<file path="config.mk">
export PLATFORM = sky130hd
export DESIGN_NAME = gtg_sqrt_cell
export DESIGN_NICKNAME = d
export VERILOG_FILES = /design/src/rtl/gtg_pkg.sv /design/src/rtl/gtg_sqrt_cell.sv
export SDC_FILE = /design/constraint.sdc
export NUM_CORES = 1
export LEC_CHECK = 0
export ABC_AREA = 1
export BUFFER_PORTS_ARGS = -buffer_cell sky130_fd_sc_hd__buf_2
export CAP_MARGIN = 20
export CELL_PAD_IN_SITES_DETAIL_PLACEMENT = 0
export CELL_PAD_IN_SITES_GLOBAL_PLACEMENT = 1
export CORE_MARGIN = 2
export CORE_UTILIZATION = 28
export DETAILED_ROUTE_END_ITERATION = 8
export PLACE_DENSITY = 0.79
export SYNTH_ARGS = -nofsm -noshare
export SYNTH_HDL_FRONTEND = slang
export SYNTH_SLANG_ARGS = --single-unit
</file>
<file path="constraint.sdc">
create_clock -name clk_i -period 0.8 [get_ports clk_i]
set_input_delay 0.2 -clock clk_i [delete_from_list [all_inputs] [get_ports clk_i]]
set_output_delay 0.2 -clock clk_i [all_outputs]
set_load 0.02 [all_outputs]
</file>
<file path="src/rtl/gtg_pkg.sv">
package gtg_pkg;

  localparam int PosW    = 20;
  localparam int HeadW   = 15;
  localparam int TolW    = 19;
  localparam int GainW   = 8;
  localparam int LinW    = 24;
  localparam int AngW    = 17;
  localparam int DiffW   = 21;
  localparam int SqW     = 43;
  localparam int RootW   = 22;
  localparam int CordW   = 33;
  localparam int ZW      = 21;
  localparam int SinW    = 27;
  localparam int AtanEntries = 24;
  localparam int SqrtSteps   = 22;

  localparam logic signed [ZW-1:0] PiQ16     = 21'sd205887;
  localparam logic signed [ZW-1:0] TwoPiQ16  = 21'sd411775;
  localparam logic signed [ZW-1:0] HalfPiQ16 = 21'sd102944;
  localparam logic signed [SinW-1:0] CordicK = 27'sd10188014;
  localparam logic signed [SinW-1:0] OneQ24  = 27'sd16777216;

  localparam logic [2:0] RegGoalX = 3'd0;
  localparam logic [2:0] RegGoalY = 3'd1;
  localparam logic [2:0] RegTol   = 3'd2;
  localparam logic [2:0] RegLinG  = 3'd3;
  localparam logic [2:0] RegAngG  = 3'd4;

  typedef struct packed {
    logic [PosW-1:0] pos_x;
    logic [PosW-1:0] pos_y;
    logic [HeadW-1:0] heading;
  } pose_t;

  typedef struct packed {
    logic [LinW-1:0] linear_vel;
    logic [AngW-1:0] angular_vel;
    logic            arrived;
  } cmd_t;

  function automatic logic signed [ZW-1:0] atan_q16(input int i);
    logic signed [ZW-1:0] r;
    case (i)
      0: r = 21'sd51472;  1: r = 21'sd30386;  2: r = 21'sd16055;  3: r = 21'sd8150;
      4: r = 21'sd4091;   5: r = 21'sd2047;   6: r = 21'sd1024;   7: r = 21'sd512;
      8: r = 21'sd256;    9: r = 21'sd128;    10: r = 21'sd64;    11: r = 21'sd32;
      12: r = 21'sd16;    13: r = 21'sd8;     14: r = 21'sd4;     15: r = 21'sd2;
      16: r = 21'sd1;
      default: r = '0;
    endcase
    return r;
  endfunction

endpackage

</file>
<file path="src/rtl/gtg_sqrt_cell.sv">
// one restoring square-root digit per cell
module gtg_sqrt_cell
  import gtg_pkg::*;
#(
  parameter int Idx = 0
) (
  input  logic               clk_i,
  input  logic               en_i,
  input  logic [SqW-1:0]     rem_i,
  input  logic [RootW-1:0]   root_i,
  output logic [SqW-1:0]     rem_o,
  output logic [RootW-1:0]   root_o
);
  localparam int Sh = 2 * (SqrtSteps - 1 - Idx);
  logic [SqW+1:0] trial;
  logic [SqW+1:0] cand;

  always_comb begin
    cand  = ({{(SqW+2-RootW){1'b0}}, root_i} << (Sh + 2))
          | ({{(SqW+1){1'b0}}, 1'b1} << Sh);
    trial = {2'b0, rem_i} - cand;
  end

  always_ff @(posedge clk_i) begin
    if (en_i) begin
      if ({2'b0, rem_i} >= cand) begin
        rem_o  <= trial[SqW-1:0];
        root_o <= {root_i[RootW-2:0], 1'b1};
      end else begin
        rem_o  <= rem_i;
        root_o <= {root_i[RootW-2:0], 1'b0};
      end
    end
  end
endmodule

</file>
==> flow_metrics.py <==
metrics = {
    "outcome": {
        "outcome": "finished, violations left",
        "violations": "setup timing",
    },
    "setup_path": {
        "crit_required_ns": 0.60,
        "crit_slowest_cell": "edfxtp_1",
        "cp_num_cells": 1,
        "cp.arrival_ns": 0.88,
        "critPathLaunchType": "flip-flop",
        "critPathTopFamily": "flip-flops",
        "critPathKind": "reg -> out",
        "worstPathBufferInverterCount": 1,
        "slowest_delay_ns": 0.41,
        "worst-path-max-fanout": 1,
        "cp_cell_sequence": "buf_6",
        "worst_setup_path_end_kind": "output port",
    },
    "power_and_ir_drop": {
        "power_leakage_nw": 1.392,
        "irDropWorstVdd_mv": 1.655,
        "p_per_area_mw_per_mm2": 2364,
        "totalPowerFinal_mw": 7.794,
    },
    "clock_tree": {
        "cts_tree": "built",
        "cts.sinks": 65,
        "clockBufferDepth": 2,
        "root_buffer": "clkbuf_8",
        "cts.htree.levels": 3,
        "numCtsBuffers": 9,
        "path_clk_slew_ns": 0.07,
        "cts_hold_buf": 0,
    },
    "floorplan": {
        "dieArea_mm2": 0.007720,
        "die-width_um": 87.87,
        "dieHeight_um": 87.87,
        "core_mm2": 0.006794,
        "start_util_pct": 28.99,
        "ios": 132,
        "rows": 30,
    },
    "global_routing": {
        "gr-total-overflow": 0,
        "grt_pass1_wl_mm": 5.927,
        "track_usage_pct": 10.70,
        "grt_pass1_vias": 1278,
        "grt_max_degree": 35,
        "antenna_found_initial": 1,
    },
    "cells_and_area": {
        "diodes": 0,
        "fin_cells": 313,
        "layout_commonest_cell": "buf_2",
        "area_growth_pct": 67.41,
        "final_area_mm2": 0.003297,
        "fin_nets": 279,
        "final_cell_mix": "77 x buf_2, 65 x edfxtp_1, 53 x buf_6",
        "fillCellCount": 608,
        "drive_gt1_share_pct": 68.20,
    },
    "job": {
        "cap_violations": 0,
    },
    "logic_synthesis": {
        "synthesis.area_mm2": 0.001969,
        "synth-seq-area-share_pct": 99.11,
        "synth_seq_cells": 65,
        "synthCells": 69,
        "netlist-cell-type-count": 4,
        "ys_warn_count": 0,
        "syn_nets": 136,
        "postSynthAreaPerCell_um2": 28.54,
    },
    "timing": {
        "hold_viol": 0,
        "fin_crit_ns": 1.081,
        "holdWs_ns": 0.04121,
        "setup_slack_ns": -0.2811,
        "report.final.slew_viol_count": 0,
        "max_freq_mhz": 925.0,
        "maxSlewHeadroom_pct": 87.82,
        "rsz0062_at_grt": "yes",
        "tightestPinTransition_ns": 0.1828,
        "setup_viol": 65,
        "finalCritPeriodShare_pct": 135.1,
    },
    "routing": {
        "ant_nets": 0,
        "num_vias": 1193,
        "firstDrtPassIters": 3,
        "avgViaCountPerCell": 3.812,
        "wire_per_inst_um": 13.22,
        "drt-total-wl_mm": 4.137,
        "drt_iter0_drc": 45,
        "drc_errors": 0,
    },
    "placement": {
        "place.gp.congestion": 0.6670,
        "dpl_worst_slack_ns": -0.08247,
        "dpl-instance-area_mm2": 0.002780,
        "hpwlAfterDp_mm": 3.097,
        "portBuffers": 130,
        "placed_cells": 297,
    },
    "worst_hold_path": {
        "min_path_type": "in -> reg",
        "hold_depth": 1,
    },
}
-- routing by layer --
| layer | up-vias | track usage [%] | wire length (µm) |
|---|---|---|---|
| li1 | 560 | - | - |
| met1 | 545 | 11.62 | 1474 |
| met2 | 78 | 16.18 | 2075 |
| met3 | 10 | 6.315 | 530 |
| met4 | 0 | 6.294 | 56 |
| met5 | - | 0 | 0 |
-- through the flow --
step,utilization [%],TNS (ns)
floorplan,-,0
global placement,40.92,-4.708
detailed placement,40.92,-4.993
CTS,45.03,-18.28
global route,48.53,-19.42
finish,48.53,-16.27
-- cell type report --
type                            count  area, µm²  area share [%]
Sequential cell                    65       1952           59.20
Timing Repair Buffer              132       1022           31.01
Clock buffer                        9      123.9           3.757
Tap cell                           96      120.1           3.643
Clock inverter                      7      61.31           1.860
Multi-Input combinational cell      2      10.01          0.3036
Inverter                            2      7.507          0.2277
-- cells by family after synthesis --
kind of cell	Yosys count	synth area share [%]
flops	65	99.11
simple gates	2	0.5083
buf+inv	2	0.3813
-- cells in the mapped netlist --
master | number | area (µm²)
inv_1 | 2 | 7.510
nand2_1 | 1 | 3.750
nor2_2 | 1 | 6.260
edfxtp_1 | 65 | 1952
-- final timing paths --
path                start                   end  slack, ns
max   rem_o[25]$_DFFE_PP_             rem_o[25]      -0.28
min            root_i[19]  root_o[20]$_DFFE_PP_       0.04
-- sequential cells by signal (all words and copies together), names as in the netlist --
name and count:
rem_o 43, root_o 22
-- report_power, final --
part | switching, mW | total (mW) | leakage, nW | internal [mW]
Sequential | 0.107 | 4.16 | 0.636 | 4.05
Clock | 1.15 | 2.55 | 0.0962 | 1.40
Combinational | 0.545 | 1.09 | 0.660 | 0.541
-- timing repair --
item / CTS / global route
setup endpoints to repair: 65 / 65
buffers inserted: 0 / 0
resized for setup: 30 / 76
No activity file was read; power rests on OpenSTA's default activity.
