### src/rtl/gtg_pkg.sv
package gtg_pkg;

  localparam int PosW    = 20;
  localparam int HeadW   = 15;
  localparam int TolW    = 19;
  localparam int GainW   = 8;
  localparam int LinW    = 24;
  localparam int AngW    = 17;
  localparam int DiffW   = 21;
  localparam int SqW     = 43;
  localparam int RootW   = 22;
  localparam int CordW   = 33;
  localparam int ZW      = 21;
  localparam int SinW    = 27;
  localparam int AtanEntries = 24;
  localparam int SqrtSteps   = 22;

  localparam logic signed [ZW-1:0] PiQ16     = 21'sd205887;
  localparam logic signed [ZW-1:0] TwoPiQ16  = 21'sd411775;
  localparam logic signed [ZW-1:0] HalfPiQ16 = 21'sd102944;
  localparam logic signed [SinW-1:0] CordicK = 27'sd10188014;
  localparam logic signed [SinW-1:0] OneQ24  = 27'sd16777216;

  localparam logic [2:0] RegGoalX = 3'd0;
  localparam logic [2:0] RegGoalY = 3'd1;
  localparam logic [2:0] RegTol   = 3'd2;
  localparam logic [2:0] RegLinG  = 3'd3;
  localparam logic [2:0] RegAngG  = 3'd4;

  typedef struct packed {
    logic [PosW-1:0] pos_x;
    logic [PosW-1:0] pos_y;
    logic [HeadW-1:0] heading;
  } pose_t;

  typedef struct packed {
    logic [LinW-1:0] linear_vel;
    logic [AngW-1:0] angular_vel;
    logic            arrived;
  } cmd_t;

  function automatic logic signed [ZW-1:0] atan_q16(input int i);
    logic signed [ZW-1:0] r;
    case (i)
      0: r = 21'sd51472;  1: r = 21'sd30386;  2: r = 21'sd16055;  3: r = 21'sd8150;
      4: r = 21'sd4091;   5: r = 21'sd2047;   6: r = 21'sd1024;   7: r = 21'sd512;
      8: r = 21'sd256;    9: r = 21'sd128;    10: r = 21'sd64;    11: r = 21'sd32;
      12: r = 21'sd16;    13: r = 21'sd8;     14: r = 21'sd4;     15: r = 21'sd2;
      16: r = 21'sd1;
      default: r = '0;
    endcase
    return r;
  endfunction

endpackage

### src/rtl/gtg_rot_cell.sv
// one rotation cordic step toward the sine
module gtg_rot_cell
  import gtg_pkg::*;
#(
  parameter int Idx = 0
) (
  input  logic                    clk_i,
  input  logic                    en_i,
  input  logic signed [SinW-1:0]  x_i,
  input  logic signed [SinW-1:0]  y_i,
  input  logic signed [ZW-1:0]    z_i,
  output logic signed [SinW-1:0]  x_o,
  output logic signed [SinW-1:0]  y_o,
  output logic signed [ZW-1:0]    z_o
);
  logic signed [SinW-1:0] x_d, y_d;
  logic signed [ZW-1:0]   z_d;

  always_comb begin
    if (z_i >= 0) begin
      x_d = x_i - (y_i >>> Idx);
      y_d = y_i + (x_i >>> Idx);
      z_d = z_i - atan_q16(Idx);
    end else begin
      x_d = x_i + (y_i >>> Idx);
      y_d = y_i - (x_i >>> Idx);
      z_d = z_i + atan_q16(Idx);
    end
  end

  always_ff @(posedge clk_i) begin
    if (en_i) begin
      x_o <= x_d;
      y_o <= y_d;
      z_o <= z_d;
    end
  end
endmodule

### config.mk
export PLATFORM = sky130hd
export DESIGN_NAME = gtg_rot_cell
export DESIGN_NICKNAME = d
export VERILOG_FILES = /design/src/rtl/gtg_pkg.sv /design/src/rtl/gtg_rot_cell.sv
export SDC_FILE = /design/constraint.sdc
export NUM_CORES = 1
export LEC_CHECK = 0
export ABC_AREA = 1
export ABC_CLOCK_PERIOD_IN_PS = 4400
export BUFFER_PORTS_ARGS = -buffer_cell sky130_fd_sc_hd__buf_2
export CAP_MARGIN = 10
export CORE_ASPECT_RATIO = 0.9
export CORE_MARGIN = 3
export CORE_UTILIZATION = 41
export CTS_CLUSTER_DIAMETER = 60
export DETAILED_ROUTE_END_ITERATION = 12
export PLACE_DENSITY = 0.62
export REMOVE_ABC_BUFFERS = 1
export SYNTH_ARGS = -nofsm -noshare
export SYNTH_HDL_FRONTEND = slang
export SYNTH_SLANG_ARGS = --single-unit
### constraint.sdc
create_clock -name clk_i -period 4.4 [get_ports clk_i]
set_input_delay 0.22 -clock clk_i [delete_from_list [all_inputs] [get_ports clk_i]]
set_output_delay 0.22 -clock clk_i [all_outputs]
set_load 0.01 [all_outputs]
==> flow_summary_export.csv, run 1 <==
group,metric,value,unit
synth,synthDistinctLibCells,43,
synth,synth.area.mux_share,0,%
finish,final_cells,1826,
synth,synth_edf_count,74,
clock_tree,cts_buffers,9,
floorplan,io_pins,152,
critical_path,crit_end,"x_o[26]",
timing,tns,0,ns
detailed_routing,wl_per_cell,15.8,µm
grt,antenna_found_initial,0,
critical_path,path_class,"input port to flop",
finish,drive_gt1_share,18.0,%
finish,nFillCells,2343,
detailed_routing,antenna_left,0,
critical_path,cp-startpoint,"x_i[5]",
placement,portBuffers,151,
clock_tree,h-tree-depth,3,
synth,postSynthCellCount,1401,
synth,avgSynthCellArea,6.68,µm²
floorplan,die_area,24700,µm²
timing,slew_headroom,33.8,%
synth,synth_compound_area_share,11.5,%
worst_hold_path,hold_path.class,"input port to flop",
timing,whs,0.0465,ns
power,ir_drop,0.000187,V
floorplan,die_w,165,µm
clock_tree,cts_tree,"built",
placement,gp_congestion,0.943,
synth,yosys.area_share.simple,36.0,%
synth,synth_area_leaders,"edfxtp_1 (24%), nand2_1 (17%), ha_1 (12%)",
synth,ys.flop_type,"edfxtp_1",
synth,synth_seq_area_share,23.7,%
critical_path,end_kind,"flop",
grt,track_usage,23.7,%
detailed_routing,vias_per_cell,5.09,
synth,syn_area,9370,µm²
clock_tree,ctsHoldBuffers,0,
detailed_routing,finalWirelength,28900,µm
grt,overflow,0,
floorplan,rows,51,
grt,grt_first_pass_wirelength,45900,µm
clock_tree,clkSinkCount,74,
placement,dpl_worst_slack,1.90,ns
grt,grt_pass1_vias,9170,
floorplan,start_util,42.5,%
synth,synth-adder-area-share,13.3,%
timing,fin_ws,2.25,ns
synth,synth_xor_area_share,2.34,%
power,total_power,2.93,mW
detailed_routing,drt-pass1-iter-count,7,
finish,layout.nets,1704,
critical_path,critPathRequiredTime,4.51,ns
critical_path,crit_fanout,11,
status,status,"complete, no violations",
power,power.density,278,nW/µm²
clock_tree,path_clk_slew,0.06,ns
grt,grt_max_degree,75,
timing,finalCritPeriodShare,48.8,%
clock_tree,post_cts_resized,0,
timing,max_freq,0.466,GHz
floorplan,core_area,22000,µm²
finish,utilization,47.9,%
synth,synth_top_area_cell,"edfxtp_1",
clock_tree,cts_root_buffer,"clkbuf_16",
finish,syn_to_final_growth,12.6,%
synth,synth_top_family_by_area,"simple AND/OR/NAND/NOR gates",
synth,yosysWarnings,0,
finish,antenna_cells,0,
synth,async_flop_share,0,%
placement,placed_cell_area,10200,µm²
timing,finalCriticalPeriod,2.15,ns
detailed_routing,drc,0,
clock_tree,post_cts_buffers,0,
detailed_routing,drt_iter0_drc,783,
floorplan,chipHeight,149,µm
power,power.leakage,5.65,nW
detailed_routing,route.vias.total,9295,
synth,yosysTopAreaCellShare,23.7,%
critical_path,critPathArrivalTime,2.25,ns
placement,dp_hpwl,23800,µm
timing,tightest_slew,0.994,ns
synth,synth-seq-cells,74,
timing,setup_viol,0,
timing,finalHoldViolCount,0,
placement,dp_cells,1810,
timing,rsz0062_at_grt,"no",
clock_tree,clock_path_buffers,2,
finish,stdcell_area,10500,µm²
run,drv_cap,0,
timing,drv_slew,0,
critical_path,start_kind,"input port",
## flip-flops by register name, summed over array words and instances (netlist names)
register and flops:
z_o 21, y_o 26, x_o 27
## how the worst min path moves through the flow
| stage | from | endpoint | slack, ns | depth (start not counted) |
|---|---|---|---|---|
| final | z_i[1] | z_o[1] | 0.05 | 1 |
| after global routing | z_i[1] | z_o[1] | 0.04 | 1 |
| after CTS | z_i[1] | z_o[1] | 0.03 | 1 |
| after detailed placement | z_i[1] | z_o[1] | 0.40 | 1 |
| after global placement | z_i[1] | z_o[1] | 0.40 | 1 |
| after floorplan | z_i[0] | z_o[0] | 0.32 | 0 |
## cell usage in the layout, fill, tap and decap left out, drive strengths merged
cell type  netlist  final
clkinvlp         0      1
inv            259    262
fa               4      4
nor2            97     97
xor2            21     21
clkbuf           5     10
a21oi           87     87
bufinv           0      1
clkinv           1      2
o21bai          17     17
nand3b           2      2
a31oi            7      7
buf             31    154
nand2          455    455
and2             1      1
o21a             2      2
ha              93     93
and3             2      2
nand3          130    130
o31ai            2      2
edfxtp          74     74
xnor2            4      4
nand4           30     30
o21ai           58     58
o22ai            6      6
or2              2      2
a21o             1      1
nor3            10     10
## synthesized netlist by cell type (all sizes together) (4+ instances only)
| cell | n |
|---|---|
| o21bai | 17 |
| a31oi | 7 |
| buf | 31 |
| ha | 93 |
| inv | 259 |
| fa | 4 |
| xnor2 | 4 |
| nand4 | 30 |
| nor3 | 10 |
| nor2 | 97 |
| clkbuf | 5 |
| o22ai | 6 |
| a21oi | 87 |
| xor2 | 21 |
| edfxtp | 74 |
| nand2 | 455 |
| o21ai | 58 |
| nand3 | 130 |
## layer usage
metal / wire length [µm] / GRT usage (%)
met1: 13200 / 31.6
met3: 1950 / 3.80
met4: 646 / 6.44
met5: 0 / 0
met2: 13100 / 39.7
## critical path, cell delays in order
cell	delay, ns
buf_2	0.10
inv_1	0.04
ha_1	0.56
o21ai_0	0.45
inv_1	0.10
nand2_2	0.13
nand2_1	0.06
nand2_1	0.17
nand2_1	0.11
nand3_1	0.10
nand2_1	0.07
nand3_1	0.08
nand2_1	0.06
## power by group
group,switching [mW],internal [mW]
registers,0.0243,0.907
clock network,0.345,0.442
logic,0.806,0.402
## layout make-up
type	instances	area (µm²)	share of cell area, %
Multi-Input combinational cell	1031	5910	56.0
Sequential cell	74	2220	21.1
Inverter	260	976	9.26
Timing Repair Buffer	154	781	7.41
Tap cell	291	364	3.45
Clock buffer	10	229	2.17
Clock inverter	6	63.8	0.605
## kinds of logic (layout without fill, tap and decap cells)
group,Yosys count,in the layout
xor+xnor,25,25
flops,74,74
buf+inv,296,430
fa+ha+maj,97,97
simple gates,729,729
compound gates,180,180
Power figures use the tool's default switching activity.
==> inputs of run 2 (changes only) <==
ABC_AREA = 0   (was 1)
ABC_CLOCK_PERIOD_IN_PS = 2200   (was 4400)
PLACE_DENSITY = 0.64   (was 0.62)
clock period = 2.2 ns   (was 4.4 ns; I/O delays follow)
==> run 2 against run 1 <==
Against the previous run:
- critical path depth increased by 1
- cell count decreased by 24%
- clock power increased by 99%
- worst setup slack got worse by 2.4 ns
- routed wire length decreased by 21%
- sequential share of layout area decreased by 0.56 points
- combinational power increased by 130%
- count of clock-buffer cells in the layout decreased by 1
- largest cell class unchanged
- the run now ends with setup timing left
- sequential power increased by 110%
- global-route usage decreased by 1.4 points
- highest routed layer unchanged
==> flow_summary_export.csv, run 2 <==
group,metric,value,unit
status,status,"complete, but fails checks",
status,violations,"setup timing",
grt,grt_pass1_vias,6859,
synth,ys.flop_type,"edfxtp_1",
synth,synth-seq-cells,74,
synth,avgSynthCellArea,9.27,µm²
grt,grt_max_degree,75,
timing,tightest_slew,0.495,ns
worst_hold_path,whs_endpoint,"z_o[4]",
synth,yosysWarnings,0,
floorplan,start_util,42.6,%
placement,portBuffers,151,
critical_path,path_class,"input port to flop",
synth,yosysTopAreaCellShare,30.3,%
finish,antenna_cells,0,
power,clkPwrFrac,25.1,%
synth,synth_seq_area_share,30.3,%
clock_tree,h-tree-depth,3,
power,power.density,578,nW/µm²
timing,max_freq,0.430,GHz
critical_path,cp_num_buf_inv,3,
clock_tree,clock_path_buffers,2,
finish,reg_top3,"x_o (27), y_o (26), z_o (21)",
worst_hold_path,hold_depth,2,
detailed_routing,finalWirelength,22700,µm
critical_path,cpLargestDelayFamily,"compound AO/OA/AOI/OAI gates",
worst_hold_path,hold_path.class,"input port to flop",
timing,rsz0062_at_grt,"yes",
grt,grt_first_pass_wirelength,35400,µm
synth,ys_top_cells_by_count,"ha_1 (93), a21oi_1 (82), inv_1 (75), edfxtp_1 (74), nor2_1 (54)",
timing,setup_viol,7,
finish,layout.nets,1322,
finish,nFillCells,1483,
timing,finalCritPeriodShare,106,%
placement,dp_cells,1344,
clock_tree,cts_tree,"built",
detailed_routing,drt-pass1-iter-count,5,
synth,synth-adder-area-share,16.9,%
power,intPower,4.19,mW
clock_tree,path_clk_slew,0.07,ns
detailed_routing,vias_per_cell,5.24,
power,ir_drop,0.000405,V
finish,final_common_cell,"buf_4",
worst_hold_path,hp-start,"z_i[4]",
placement,dp_hpwl,17700,µm
critical_path,slowest_stage,"a2111oi_4",
timing,whs,0.0801,ns
detailed_routing,wl_per_cell,16.4,µm
synth,async_flop_share,0,%
power,total_power,6.26,mW
floorplan,die_area,19500,µm²
synth,postSynthCellCount,792,
floorplan,chipHeight,133,µm
synth,synth_top_area_cell,"edfxtp_1",
finish,final_cells,1388,
detailed_routing,drt_iter0_drc,572,
finish,largest_reg_flops,27,
synth,synth_xor_area_share,7.76,%
detailed_routing,drc,0,
finish,syn_to_final_growth,47.5,%
timing,drv_slew,0,
critical_path,critPathRequiredTime,2.30,ns
clock_tree,clkSinkCount,74,
synth,yosysMostFrequentCell,"ha_1",
critical_path,start_kind,"input port",
synth,yosys.area_share.simple,11.0,%
finish,regMostFlops,"x_o",
power,combPwrFrac,44.1,%
synth,synthDistinctLibCells,78,
detailed_routing,route.vias.total,7270,
floorplan,core_area,17200,µm²
clock_tree,cts_root_buffer,"clkbuf_16",
power,power.leakage,5.08,nW
synth,synth.area.mux_share,2.06,%
timing,finalCriticalPeriod,2.32,ns
timing,finalHoldViolCount,0,
critical_path,critPathArrivalTime,2.42,ns
grt,track_usage,22.3,%
finish,drive_gt1_share,43.6,%
timing,slew_headroom,67.0,%
critical_path,crit_top_cell,"a21o_1",
synth,synth_compound_area_share,24.0,%
clock_tree,cts_buffers,9,
timing,fin_ws,-0.124,ns
synth,synth_area_leaders,"edfxtp_1 (30%), ha_1 (16%), xnor2_1 (5.8%)",
power,power_frac_seq,30.8,%
critical_path,crit_chain,"buf_8 > buf_6 > inv_4 > ha_4 > fa_2 > nand2b_4 > a21o_1 > a21oi_2 > a21o_1 > a211o_1 > a21o_1 > a2111oi_4 > a21oi_2 > xor2_1",
critical_path,cp-startpoint,"x_i[0]",
grt,overflow,0,
critical_path,critPathMaxStageDelay,0.35,ns
detailed_routing,antenna_left,0,
critical_path,end_kind,"flop",
grt,antenna_found_initial,0,
floorplan,rows,45,
synth,synth_top_family_by_area,"compound AO/OA/AOI/OAI gates",
floorplan,io_pins,152,
synth,synth_edf_count,74,
run,drv_cap,0,
placement,gp_congestion,0.977,
floorplan,die_w,147,µm
power,switching_share,33.1,%
finish,layout_common_cells,"buf_4 (221), buf_2 (146), ha_1 (74), edfxtp_1 (74), inv_1 (70)",
synth,syn_area,7340,µm²
critical_path,crit_fanout,3,
power,p_switching,2.07,mW
[run 2: changes by cell type after synthesis, moves of 15 or more]
cell / before / now
nand4_1: 30 / 6
a21oi_2: 16 / 1
nand2_1: 430 / 30
xnor2_1: 4 / 49
inv_1: 246 / 75
nor2_2: 20 / 0
nand3_1: 126 / 10
a21o_1: 1 / 28
[run 2: worst max-delay path by stage]
stage	endpoint	cells after the start
6_report	x_o[24]	14
2_1_floorplan	z_o[20]	11
3_3_place_gp	y_o[20]	12
5_1_grt	x_o[24]	14
3_5_place_dp	x_o[26]	12
4_1_cts	x_o[26]	12
[run 2: area by class of cell]
| class | instances | area, µm² | area share, % |
|---|---|---|---|
| clock buffers | 9 | 225 | 2.08 |
| clock inverters | 7 | 91.3 | 0.843 |
| inverters | 83 | 325 | 3.00 |
| multi-input cells | 597 | 5080 | 46.9 |
| flip-flops and latches | 74 | 2220 | 20.5 |
| well taps | 235 | 294 | 2.72 |
| repair buffers | 383 | 2590 | 23.9 |
[run 2: cell families (layout without fill, tap and decap cells)]
logic type,Yosys count,count (layout)
AO/OA/AOI/OAI,256,256
AND/OR/NAND/NOR,164,164
buffers and inverters,121,482
adder cells (fa/ha/maj),97,97
flip-flops,74,74
XOR/XNOR,65,65
multiplexers,15,15
[run 2: stage by stage]
stage	TNS (ns)	utilization (%)	worst slack [ns]	cell area (µm²)
6_report	-0.318	62.9	-0.124	10800
2_1_floorplan	-10.01	-	-0.778	7070
5_1_grt	-1.32	62.9	-0.155	10800
4_1_cts	-0.348	60.4	-0.108	10400
3_5_place_dp	-17.14	56.1	-0.701	9660
3_3_place_gp	-15.74	56.1	-0.636	9660
[run 2: power groups by stage]
stage / clock (mW) / sequential [mW] / combinational [mW]
detailed placement: 0 / 1.96 / 2.43
finish: 1.57 / 1.93 / 2.76
global route: 1.66 / 1.95 / 2.97
floorplan: 0 / 2.08 / 1.14
CTS: 1.60 / 1.93 / 2.57
global placement: 0 / 1.96 / 2.41
[run 2: layer usage]
layer | GRT usage (%) | up-vias | share of wire [%]
met5 | 0 | - | 0
met4 | 6.11 | 0 | 2.1
met3 | 2.50 | 38 | 6.6
met2 | 34.1 | 303 | 44
met1 | 33.4 | 3372 | 47
li1 | - | 3557 | -
[run 2: what timing repair did]
item / in CTS / in global routing
hold buffers: 4 / 0
gates resized for setup: 59 / 71
endpoints found under the hold margin: 4 / 0
pin swaps: 26 / 47
endpoints found under the setup margin: 29 / 23
setup buffers: 14 / 11
