<file path="src/rtl/gtg_pkg.sv">
package gtg_pkg;

  localparam int PosW    = 20;
  localparam int HeadW   = 15;
  localparam int TolW    = 19;
  localparam int GainW   = 8;
  localparam int LinW    = 24;
  localparam int AngW    = 17;
  localparam int DiffW   = 21;
  localparam int SqW     = 43;
  localparam int RootW   = 22;
  localparam int CordW   = 33;
  localparam int ZW      = 21;
  localparam int SinW    = 27;
  localparam int AtanEntries = 24;
  localparam int SqrtSteps   = 22;

  localparam logic signed [ZW-1:0] PiQ16     = 21'sd205887;
  localparam logic signed [ZW-1:0] TwoPiQ16  = 21'sd411775;
  localparam logic signed [ZW-1:0] HalfPiQ16 = 21'sd102944;
  localparam logic signed [SinW-1:0] CordicK = 27'sd10188014;
  localparam logic signed [SinW-1:0] OneQ24  = 27'sd16777216;

  localparam logic [2:0] RegGoalX = 3'd0;
  localparam logic [2:0] RegGoalY = 3'd1;
  localparam logic [2:0] RegTol   = 3'd2;
  localparam logic [2:0] RegLinG  = 3'd3;
  localparam logic [2:0] RegAngG  = 3'd4;

  typedef struct packed {
    logic [PosW-1:0] pos_x;
    logic [PosW-1:0] pos_y;
    logic [HeadW-1:0] heading;
  } pose_t;

  typedef struct packed {
    logic [LinW-1:0] linear_vel;
    logic [AngW-1:0] angular_vel;
    logic            arrived;
  } cmd_t;

  function automatic logic signed [ZW-1:0] atan_q16(input int i);
    logic signed [ZW-1:0] r;
    case (i)
      0: r = 21'sd51472;  1: r = 21'sd30386;  2: r = 21'sd16055;  3: r = 21'sd8150;
      4: r = 21'sd4091;   5: r = 21'sd2047;   6: r = 21'sd1024;   7: r = 21'sd512;
      8: r = 21'sd256;    9: r = 21'sd128;    10: r = 21'sd64;    11: r = 21'sd32;
      12: r = 21'sd16;    13: r = 21'sd8;     14: r = 21'sd4;     15: r = 21'sd2;
      16: r = 21'sd1;
      default: r = '0;
    endcase
    return r;
  endfunction

endpackage

</file>
<file path="src/rtl/gtg_vec_cell.sv">
// one vectoring cordic step per cell
module gtg_vec_cell
  import gtg_pkg::*;
#(
  parameter int Idx = 0
) (
  input  logic                     clk_i,
  input  logic                     en_i,
  input  logic signed [CordW-1:0]  x_i,
  input  logic signed [CordW-1:0]  y_i,
  input  logic signed [ZW-1:0]     z_i,
  output logic signed [CordW-1:0]  x_o,
  output logic signed [CordW-1:0]  y_o,
  output logic signed [ZW-1:0]     z_o
);
  logic signed [CordW-1:0] x_d, y_d;
  logic signed [ZW-1:0]    z_d;

  always_comb begin
    if (y_i > 0) begin
      x_d = x_i + (y_i >>> Idx);
      y_d = y_i - (x_i >>> Idx);
      z_d = z_i + atan_q16(Idx);
    end else begin
      x_d = x_i - (y_i >>> Idx);
      y_d = y_i + (x_i >>> Idx);
      z_d = z_i - atan_q16(Idx);
    end
  end

  always_ff @(posedge clk_i) begin
    if (en_i) begin
      x_o <= x_d;
      y_o <= y_d;
      z_o <= z_d;
    end
  end
endmodule

</file>
<file path="config.mk">
export PLATFORM = sky130hd
export DESIGN_NAME = gtg_vec_cell
export DESIGN_NICKNAME = d
export VERILOG_FILES = /design/src/rtl/gtg_pkg.sv /design/src/rtl/gtg_vec_cell.sv
export SDC_FILE = /design/constraint.sdc
export NUM_CORES = 1
export LEC_CHECK = 0
export ABC_CLOCK_PERIOD_IN_PS = 6300
export BUFFER_PORTS_ARGS = -buffer_cell sky130_fd_sc_hd__buf_2
export CAP_MARGIN = 15
export CORE_ASPECT_RATIO = 1.75
export CORE_UTILIZATION = 40
export DETAILED_ROUTE_END_ITERATION = 8
export GPL_ROUTABILITY_DRIVEN = 0
export HOLD_SLACK_MARGIN = 0.1
export PLACE_DENSITY = 0.62
export SKIP_LAST_GASP = 1
export SLEW_MARGIN = 20
export SYNTH_ARGS = -nofsm -noshare
export SYNTH_HDL_FRONTEND = slang
export SYNTH_SLANG_ARGS = --single-unit
</file>
<file path="constraint.sdc">
create_clock -name clk_i -period 6.3 [get_ports clk_i]
set_clock_uncertainty 0.2 [all_clocks]
set_input_delay 1.26 -clock clk_i [delete_from_list [all_inputs] [get_ports clk_i]]
set_output_delay 1.26 -clock clk_i [all_outputs]
set_load 0.02 [all_outputs]
</file>
==> results.yml, run 1 <==
placement:
  placed_area_um2: 10100
  dp.cells: 1497
  dp_worst_setup_slack_ps: 855
  hpwl_mm: 22.5
  portBuffers: 175
route:
  drc: 0
  route.antenna.remaining_nets: 0
  drt_pass1_iterations: 5
  average_wire_length_per_cell_after_detail_routing_um: 18.7
  vias_per_cell: 5.66
  initialDrtViolationCount: 680
  totalWireLength_mm: 28.2
  total_via_count_after_detailed_routing: 8559
setup_path:
  critical_path.slowest_cell: "nor4_1"
  worstPathRequired_ps: 6210
  worstSetupPathType: "in2reg"
  cpPeakStageDelay_ps: 640
  crit_family: "simple AND/OR/NAND/NOR gates"
  sort_of_element_at_the_end_of_the_critical_path: "flip-flop"
  worst_ep_arrival_time_ps: 4990
  cp_max_fo: 54
  path_cells: "buf_2 -> nor4_1 -> nand4_1 -> nor2_1 -> or2_2 -> clkinv_1 -> buf_4 -> ha_1 -> nand3_1 -> nand2_1 -> a41o_1 -> o41a_1 -> a211o_1 -> a21oi_2 -> xnor2_1"
  cp-start-kind: "input port"
  timing.critical_path.buf_inv: 3
yosys:
  ys_seq_area_frac: 0.286
  prevailing_post_synth_register_cell: "edfxtp_1"
  synth-seq-cells: 86
  synth_cells: 1068
  synth_async_sr_flop_share: 0
  synth.net_count: 1273
  syn-mean-instance-area_um2: 8.45
  number_of_flops_mapped_to_enable_cells_by_yosys: 86
  post_synth_instance_area_um2: 9020
  yosys_warnings: 0
  ys_types: 71
layout:
  finalNetCount: 1417
  layout-area-overhead-vs-synth_pct: 15.1
  util_after_layout: 0.469
  drive_gt1_frac: 0.182
  layoutNonFillerInstCount: 1513
  final_area_um2: 10400
  antenna_cells: 0
global_routing:
  grt_pass1_vias: 8311
  globalRouteTotalUtil: 0.245
  antenna_found_initial: 0
  grt_first_pass_wirelength_mm: 43.2
  maximum_number_of_pins_on_one_net_before_global_route_repair: 70
  gr-total-overflow: 0
timing:
  hold_slack_ps: 878
  final_setup_violation_count: 0
  timing.max_slew.rel_slack: 0.458
  fmaxAchievable_mhz: 197
  rsz0062_at_grt: "no"
  finalWorstPathRequiredPeriod_ps: 5080
  final_hold_viol_count: 0
  final-max-slew-violation-count: 0
  final_critical_path_setup_slack_ps: 1220
  layout_worst_path_cycle_share: 0.806
  fin_tns_setup_ps: 0
  worst_slew_pin_slew_ps: 813
min_path:
  timing.hold.worst_endpoint: "z_o[2]$_DFFE_PP_"
  hold-path-cell-count: 1
  hold_crit_start: "z_i[2]"
  min-delay-path-class: "in2reg"
floorplan:
  coreArea_um2: 22200
  fp.dieH_um: 201
  start_util: 0.407
  design.die.area_um2: 23200
  die-width_um: 116
  floorplan.rows: 72
  top_level_ports: 176
clocking:
  ctsResizeCount: 0
  cts_made_buffers: 9
  total_of_hold_buffers_inserted_after_clock_tree_synthesis: 0
  cts.repair_timing.setup_buffer_count: 0
  htree_num_levels: 3
  cts_tree: "done"
  clock_sink_count: 86
  clockRootBuffer: "clkbuf_16"
  clk_path_buf_depth: 2
  cts.clk_slew.worst_paths_ps: 70
pwr:
  ir_drop_uv: 123
  power-per-cell-area_nw_per_um2: 216
  cellLeakagePower_nw: 4.60
  design_power_total_mw: 2.25
run:
  max_cap_viol_count: 0
outcome:
  outcome: "finished clean"
==> worst max-delay path by stage <==
stage          startpoint           endpoint  slack, ps  depth (start not counted)
3_5_place_dp      y_i[11]  z_o[19]$_DFFE_PP_        860                         15
6_report          y_i[11]  z_o[19]$_DFFE_PP_       1220                         15
5_1_grt           y_i[11]  z_o[19]$_DFFE_PP_        990                         15
2_1_floorplan     y_i[28]  z_o[19]$_DFFE_PP_        810                         17
4_1_cts           y_i[11]  z_o[19]$_DFFE_PP_       1230                         15
3_3_place_gp      y_i[11]  z_o[19]$_DFFE_PP_        890                         15
==> placed cells by master (no fill, tap or decap), drive strengths merged, types with 14 or more instances in the layout <==
cell / Yosys / routed
a21oi: 145 / 145
nor2: 92 / 92
buf: 18 / 179
mux2i: 15 / 15
nand2b: 15 / 15
edfxtp: 86 / 86
o21bai: 25 / 25
xor2: 21 / 21
o21ai: 73 / 73
nand2: 58 / 58
a21o: 16 / 16
xnor2: 59 / 59
inv: 105 / 107
nor3: 23 / 23
nand3: 14 / 14
ha: 112 / 112
==> routing by layer <==
metal | vias to the layer above | routed length, um | GRT usage
li1 | 4099 | - | -
met1 | 3994 | 10500 | 0.267
met2 | 368 | 14500 | 0.439
met3 | 98 | 1430 | 0.0281
met4 | 0 | 1740 | 0.152
met5 | - | 0 | 0
==> final cells by class <==
type	instances	area (um2)
sequential	86	2580
tap	296	370
clock inverter	6	46.3
multi-input combinational	829	5850
fill	2270	11800
inverter	107	402
clock buffer	10	229
timing repair buffer	179	908
==> Yosys cell counts, drive strengths merged, types with 18 or more instances <==
cell / instances / area share
a21oi: 145 / 0.082
xor2: 21 / 0.020
edfxtp: 86 / 0.29
nor3: 23 / 0.013
xnor2: 59 / 0.057
ha: 112 / 0.16
inv: 105 / 0.044
o21bai: 25 / 0.021
o21ai: 73 / 0.040
nand2: 58 / 0.024
clkbuf: 28 / 0.012
buf: 18 / 0.0096
nor2: 92 / 0.038
==> registers in the layout (all words and copies together), names as in the netlist <==
signal  flops
x_o        33
y_o        32
z_o        21
==> cell families after synthesis <==
| group | synth area share |
|---|---|
| muxes | 0.0166 |
| xor gates and xnor gates | 0.0776 |
| AOI/OAI and AO/OA | 0.251 |
| adders and majority gates | 0.164 |
| and+or+nand+nor | 0.138 |
| DFF | 0.286 |
| buffers and inverters | 0.0657 |
==> power by group <==
part | internal (mW) | switching [mW]
logic | 0.336 | 0.616
registers | 0.760 | 0.0299
clock network | 0.270 | 0.238
total | 1.37 | 0.884
Note: power is estimated with default switching activity, not from simulation.
==> run 2: changes to the inputs <==
Settings changed: ABC_CLOCK_PERIOD_IN_PS 6300 to 5000.
Clock period 6.3 ns to 5 ns, I/O delays scaled along.
==> run 2 against run 1 <==
Effect of this change: highest routed layer unchanged; global-route usage up 0.52 points; design area increased by 1.5%; largest cell class unchanged; power grew 31%; via count rose by 0.26%.
==> results.yml, run 2 (same netlist as run 1, synthesis figures left out) <==
outcome:
  outcome: "finished clean"
pwr:
  power-per-cell-area_nw_per_um2: 279
  cellLeakagePower_nw: 4.71
  ir_drop_uv: 208
global_routing:
  grt_first_pass_wirelength_mm: 44.1
  globalRouteTotalUtil: 0.250
  antenna_found_initial: 0
  gr-total-overflow: 0
  grt_pass1_vias: 8425
  maximum_number_of_pins_on_one_net_before_global_route_repair: 71
layout:
  reg_top3: "x_o x33, y_o x32, z_o x21"
  seqCellArea_um2: 2580
  largest_reg_flops: 33
  multiInputGateArea_um2: 5850
  drive_gt1_frac: 0.193
  layout-area-overhead-vs-synth_pct: 16.9
  finalNetCount: 1432
  most_used_cells_in_the_layout_excluding_fill_and_tap_cells: "buf_2, a21oi_1, ha_1"
  registers.top_by_ff_count: "x_o"
  fillerInstances: 2269
  mostFrequentLayoutCell: "buf_2"
  antenna_cells: 0
min_path:
  hold-path-cell-count: 1
  min-delay-path-class: "in2reg"
  hold_crit_start: "z_i[0]"
  timing.hold.worst_endpoint: "z_o[0]$_DFFE_PP_"
clocking:
  ctsResizeCount: 0
  clock_sink_count: 86
  cts_made_buffers: 9
  cts.repair_timing.setup_buffer_count: 0
  cts.clk_slew.worst_paths_ps: 70
  cts_tree: "done"
  total_of_hold_buffers_inserted_after_clock_tree_synthesis: 0
  clockRootBuffer: "clkbuf_16"
  htree_num_levels: 3
  clk_path_buf_depth: 2
route:
  total_via_count_after_detailed_routing: 8581
  totalWireLength_mm: 28.7
  drc: 0
  average_wire_length_per_cell_after_detail_routing_um: 18.8
  route.antenna.remaining_nets: 0
  drt_pass1_iterations: 6
  vias_per_cell: 5.62
  initialDrtViolationCount: 583
timing:
  rsz0062_at_grt: "no"
  final_setup_violation_count: 0
  worst_slew_pin_slew_ps: 899
  final_critical_path_setup_slack_ps: 668
  finalWorstPathRequiredPeriod_ps: 4330
  final-max-slew-violation-count: 0
  layout_worst_path_cycle_share: 0.866
  fin_tns_setup_ps: 0
  final_hold_viol_count: 0
  timing.max_slew.rel_slack: 0.401
  fmaxAchievable_mhz: 231
placement:
  hpwl_mm: 23.1
  dp_worst_setup_slack_ps: 344
  portBuffers: 175
setup_path:
  cp-start-kind: "input port"
  cp_max_fo: 4
  sort_of_element_at_the_end_of_the_critical_path: "flip-flop"
  path_cells: "buf_2 -> nor4_1 -> buf_4 -> nand4_1 -> nor2_1 -> or2_2 -> ha_1 -> a21o_1 -> a21o_1 -> a21o_1 -> o31a_1 -> a41o_1 -> o41a_1 -> a211o_1 -> a21oi_2 -> xnor2_1"
  worst_ep_arrival_time_ps: 4230
  worstPathRequired_ps: 4900
  worstSetupPathType: "in2reg"
  cp_common_cell: "a21o_1"
  critical_path.slowest_cell: "o41a_1"
  cpPeakStageDelay_ps: 350
floorplan:
  top_level_ports: 176
  floorplan.rows: 72
  fp.dieH_um: 201
  coreArea_um2: 22200
  die-width_um: 116
  start_util: 0.407
  design.die.area_um2: 23200
run:
  max_cap_viol_count: 0
==> run 2: layout make-up <==
type                            count  share of cell area
Sequential cell                    86               0.245
Tap cell                          296              0.0351
Clock inverter                      7             0.00914
Inverter                          107              0.0381
Clock buffer                        9              0.0214
Timing Repair Buffer              194              0.0968
Multi-Input combinational cell    829               0.555
==> run 2: worst max path at each step <==
stage,startpoint,to
after floorplan,y_i[28],z_o[19]$_DFFE_PP_
after global placement,y_i[11],z_o[19]$_DFFE_PP_
after detailed placement,y_i[11],z_o[19]$_DFFE_PP_
after CTS,y_i[26],z_o[19]$_DFFE_PP_
after global routing,y_i[26],z_o[19]$_DFFE_PP_
final,y_i[11],z_o[19]$_DFFE_PP_
==> run 2: stage by stage <==
stage                     power [mW]  cells  cell area (um2)  hold WS (ps)   util
after floorplan                 1.81   1068             9030           899      -
after global placement          2.21   1512            10200           978  0.461
after detailed placement        2.21   1512            10200           982  0.461
after CTS                       2.96   1528            10500           613  0.476
after global routing            3.09   1528            10500           618  0.476
final                           2.95   1528            10500           628  0.476
==> run 2: where the power goes <==
part           total, mW  leakage (nW)  internal (mW)  switching (mW)
Clock              0.737         0.155          0.441           0.296
Sequential         0.996         0.842          0.957          0.0389
Combinational       1.21          3.71          0.433           0.780
Total               2.95          4.71           1.83            1.12
==> run 2: per-layer routing <==
| layer | track usage | part of all wire | up-vias | routed length, um |
|---|---|---|---|---|
| met3 | 0.0242 | 0.045 | 90 | 1300 |
| li1 | - | - | 4132 | - |
| met2 | 0.459 | 0.53 | 354 | 15200 |
| met4 | 0.154 | 0.056 | 0 | 1610 |
| met1 | 0.266 | 0.37 | 4005 | 10600 |
| met5 | 0 | 0 | - | 0 |
==> run 2: worst max-delay path: cells and delay by family <==
kind / cells / cell delay (ps)
xor gates and xnor gates: 1 / 80
buffers and inverters: 2 / 320
adders and majority gates: 1 / 230
and+or+nand+nor: 4 / 750
AOI/OAI and AO/OA: 8 / 1850
==> run 3: changes to the inputs <==
Settings changed: ABC_AREA set to 1, PLACE_DENSITY 0.62 to 0.61.
==> run 3 against run 2 <==
Effect of this change: power rose by 1.5%; cell count rose by 55%; worst setup slack improved by 580 ps; synthesized cell count rose by 72%; global-route usage rose by 2.7 points; count of clock-buffer cells in the layout did not move.
==> results.yml, run 3 <==
layout:
  registers.top_by_ff_count: "x_o"
  reg_top3: "x_o x33, y_o x32, z_o x21"
  drive_gt1_frac: 0.112
  largest_reg_flops: 33
  layout-area-overhead-vs-synth_pct: 12.3
  antenna_cells: 0
  finalNetCount: 2193
  mostFrequentLayoutCell: "nand2_1"
  most_used_cells_in_the_layout_excluding_fill_and_tap_cells: "nand2_1, inv_1, buf_2"
global_routing:
  antenna_found_initial: 0
  maximum_number_of_pins_on_one_net_before_global_route_repair: 73
  grt_pass1_vias: 11700
  globalRouteTotalUtil: 0.277
  gr-total-overflow: 0
  grt_first_pass_wirelength_mm: 59.2
clocking:
  clock_sink_count: 86
  htree_num_levels: 3
  cts_tree: "done"
  cts_made_buffers: 9
  total_of_hold_buffers_inserted_after_clock_tree_synthesis: 0
  clk_path_buf_depth: 2
  cts.clk_slew.worst_paths_ps: 70
  clockRootBuffer: "clkbuf_16"
  cts.repair_timing.setup_buffer_count: 0
  ctsResizeCount: 0
timing:
  finalWorstPathRequiredPeriod_ps: 3750
  rsz0062_at_grt: "no"
  hold_slack_ps: 610
  worst_slew_pin_slew_ps: 803
  final_setup_violation_count: 0
  fmaxAchievable_mhz: 267
  layout_worst_path_cycle_share: 0.750
  final_hold_viol_count: 0
  timing.max_slew.rel_slack: 0.465
  final-max-slew-violation-count: 0
  fin_tns_setup_ps: 0
  final_critical_path_setup_slack_ps: 1250
pwr:
  p_int_mw: 1.69
  design_power_total_mw: 2.99
  p_seq_frac: 0.321
  ir_drop_uv: 181
  clockPowerShare: 0.222
  cellLeakagePower_nw: 7.20
  power.net_switching_mw: 1.30
  power-per-cell-area_nw_per_um2: 238
  switching_share: 0.436
  power_frac_comb: 0.457
yosys:
  ys_seq_area_frac: 0.231
  syn-mean-instance-area_um2: 6.07
  synth_top_area_frac: 0.234
  ys_types: 35
  synth_async_sr_flop_share: 0
  synth.cells.most_frequent: "nand2_1, inv_1, nand3_1, nor2_1, ha_1"
  synth-seq-cells: 86
  synth_cells: 1842
  synth_largest_area_cell: "nand2_1"
  yosys_warnings: 0
  synth.net_count: 2047
  yosys.cell_count.top_type: "nand2_1"
  number_of_flops_mapped_to_enable_cells_by_yosys: 86
  prevailing_post_synth_register_cell: "edfxtp_1"
  post_synth_instance_area_um2: 11200
  post_synth_main_area_contributors: "nand2_1, edfxtp_1, ha_1, inv_1, nand3_1"
floorplan:
  floorplan.rows: 80
  die-width_um: 128
  design.die.area_um2: 28700
  top_level_ports: 176
  start_util: 0.409
  coreArea_um2: 27300
  fp.dieH_um: 223
min_path:
  hold-path-cell-count: 1
  min-delay-path-class: "in2reg"
route:
  totalWireLength_mm: 38.4
  total_via_count_after_detailed_routing: 11800
  drc: 0
  drt_pass1_iterations: 5
  vias_per_cell: 4.99
  initialDrtViolationCount: 640
  route.antenna.remaining_nets: 0
  average_wire_length_per_cell_after_detail_routing_um: 16.3
setup_path:
  cp-start-kind: "input port"
  worstPathRequired_ps: 4920
  sort_of_element_at_the_end_of_the_critical_path: "flip-flop"
  worst_ep_arrival_time_ps: 3680
  cp_max_fo: 14
  worstSetupPathType: "in2reg"
outcome:
  outcome: "finished clean"
placement:
  portBuffers: 175
  hpwl_mm: 32.6
  dp_worst_setup_slack_ps: 901
run:
  max_cap_viol_count: 0
-- run 3: cell types whose count changed after synthesis, moves of 26 or more --
cell     change
xnor2_1     -54
a21oi_1     -56
o21ai_0     -28
nand2_1    +639
inv_1      +258
nand3_1    +148
nor2_1      +26
-- run 3: cell families (layout without fill, tap and decap cells) --
family | Yosys count | count (layout) | share of synthesized area
XOR/XNOR | 45 | 45 | 0.0353
AO/OA/AOI/OAI | 147 | 147 | 0.0698
buffers and inverters | 408 | 559 | 0.148
adder cells (fa/ha/maj) | 116 | 116 | 0.132
flip-flops | 86 | 86 | 0.231
AND/OR/NAND/NOR | 1040 | 1040 | 0.384
-- run 3: critical path: stages --
cell	delay (ps)
buf_2	120
inv_1	90
nand4_1	130
nor2_1	370
nand2_1	180
o21ai_4	380
ha_1	360
a21oi_1	160
o21ai_1	100
a21oi_1	340
o21ai_1	180
nand2_1	110
nand2_1	50
nand2_1	50
nand2_1	40
-- run 3: metal layers --
metal | vias to the layer above | routed length [um] | GRT usage
li1 | 5970 | - | -
met3 | 163 | 1290 | 0.0235
met5 | - | 0 | 0
met2 | 383 | 20000 | 0.523
met1 | 5262 | 12900 | 0.249
met4 | 0 | 4210 | 0.272
-- run 3: worst paths after layout --
| path | start | to |
|---|---|---|
| max | y_i[19] | z_o[19]$_DFFE_PP_ |
| min | z_i[2] | z_o[2]$_DFFE_PP_ |
-- run 3: power by group through the flow --
stage | sequential [mW] | clock [mW] | combinational (mW)
final | 0.960 | 0.664 | 1.37
after global routing | 0.969 | 0.707 | 1.51
after CTS | 0.962 | 0.683 | 1.36
after detailed placement | 0.979 | 0 | 1.36
after global placement | 0.978 | 0 | 1.34
after floorplan | 1.11 | 0 | 0.776
-- run 3: cell type report --
cell class,count,area (um2)
tap,369,462
clock inverter,7,56.3
inverter,365,1370
multi-input combinational,1348,6960
clock buffer,9,225
sequential,86,2580
fill,3062,14800
timing repair buffer,178,901
-- run 3: per-stage QoR --
stage               cell area, um2  cells  utilization
finish                       12600   2362        0.460
global route                 12600   2362        0.460
CTS                          12600   2362        0.460
detailed placement           12300   2346        0.449
global placement             12300   2346        0.449
floorplan                    11200   1842            -
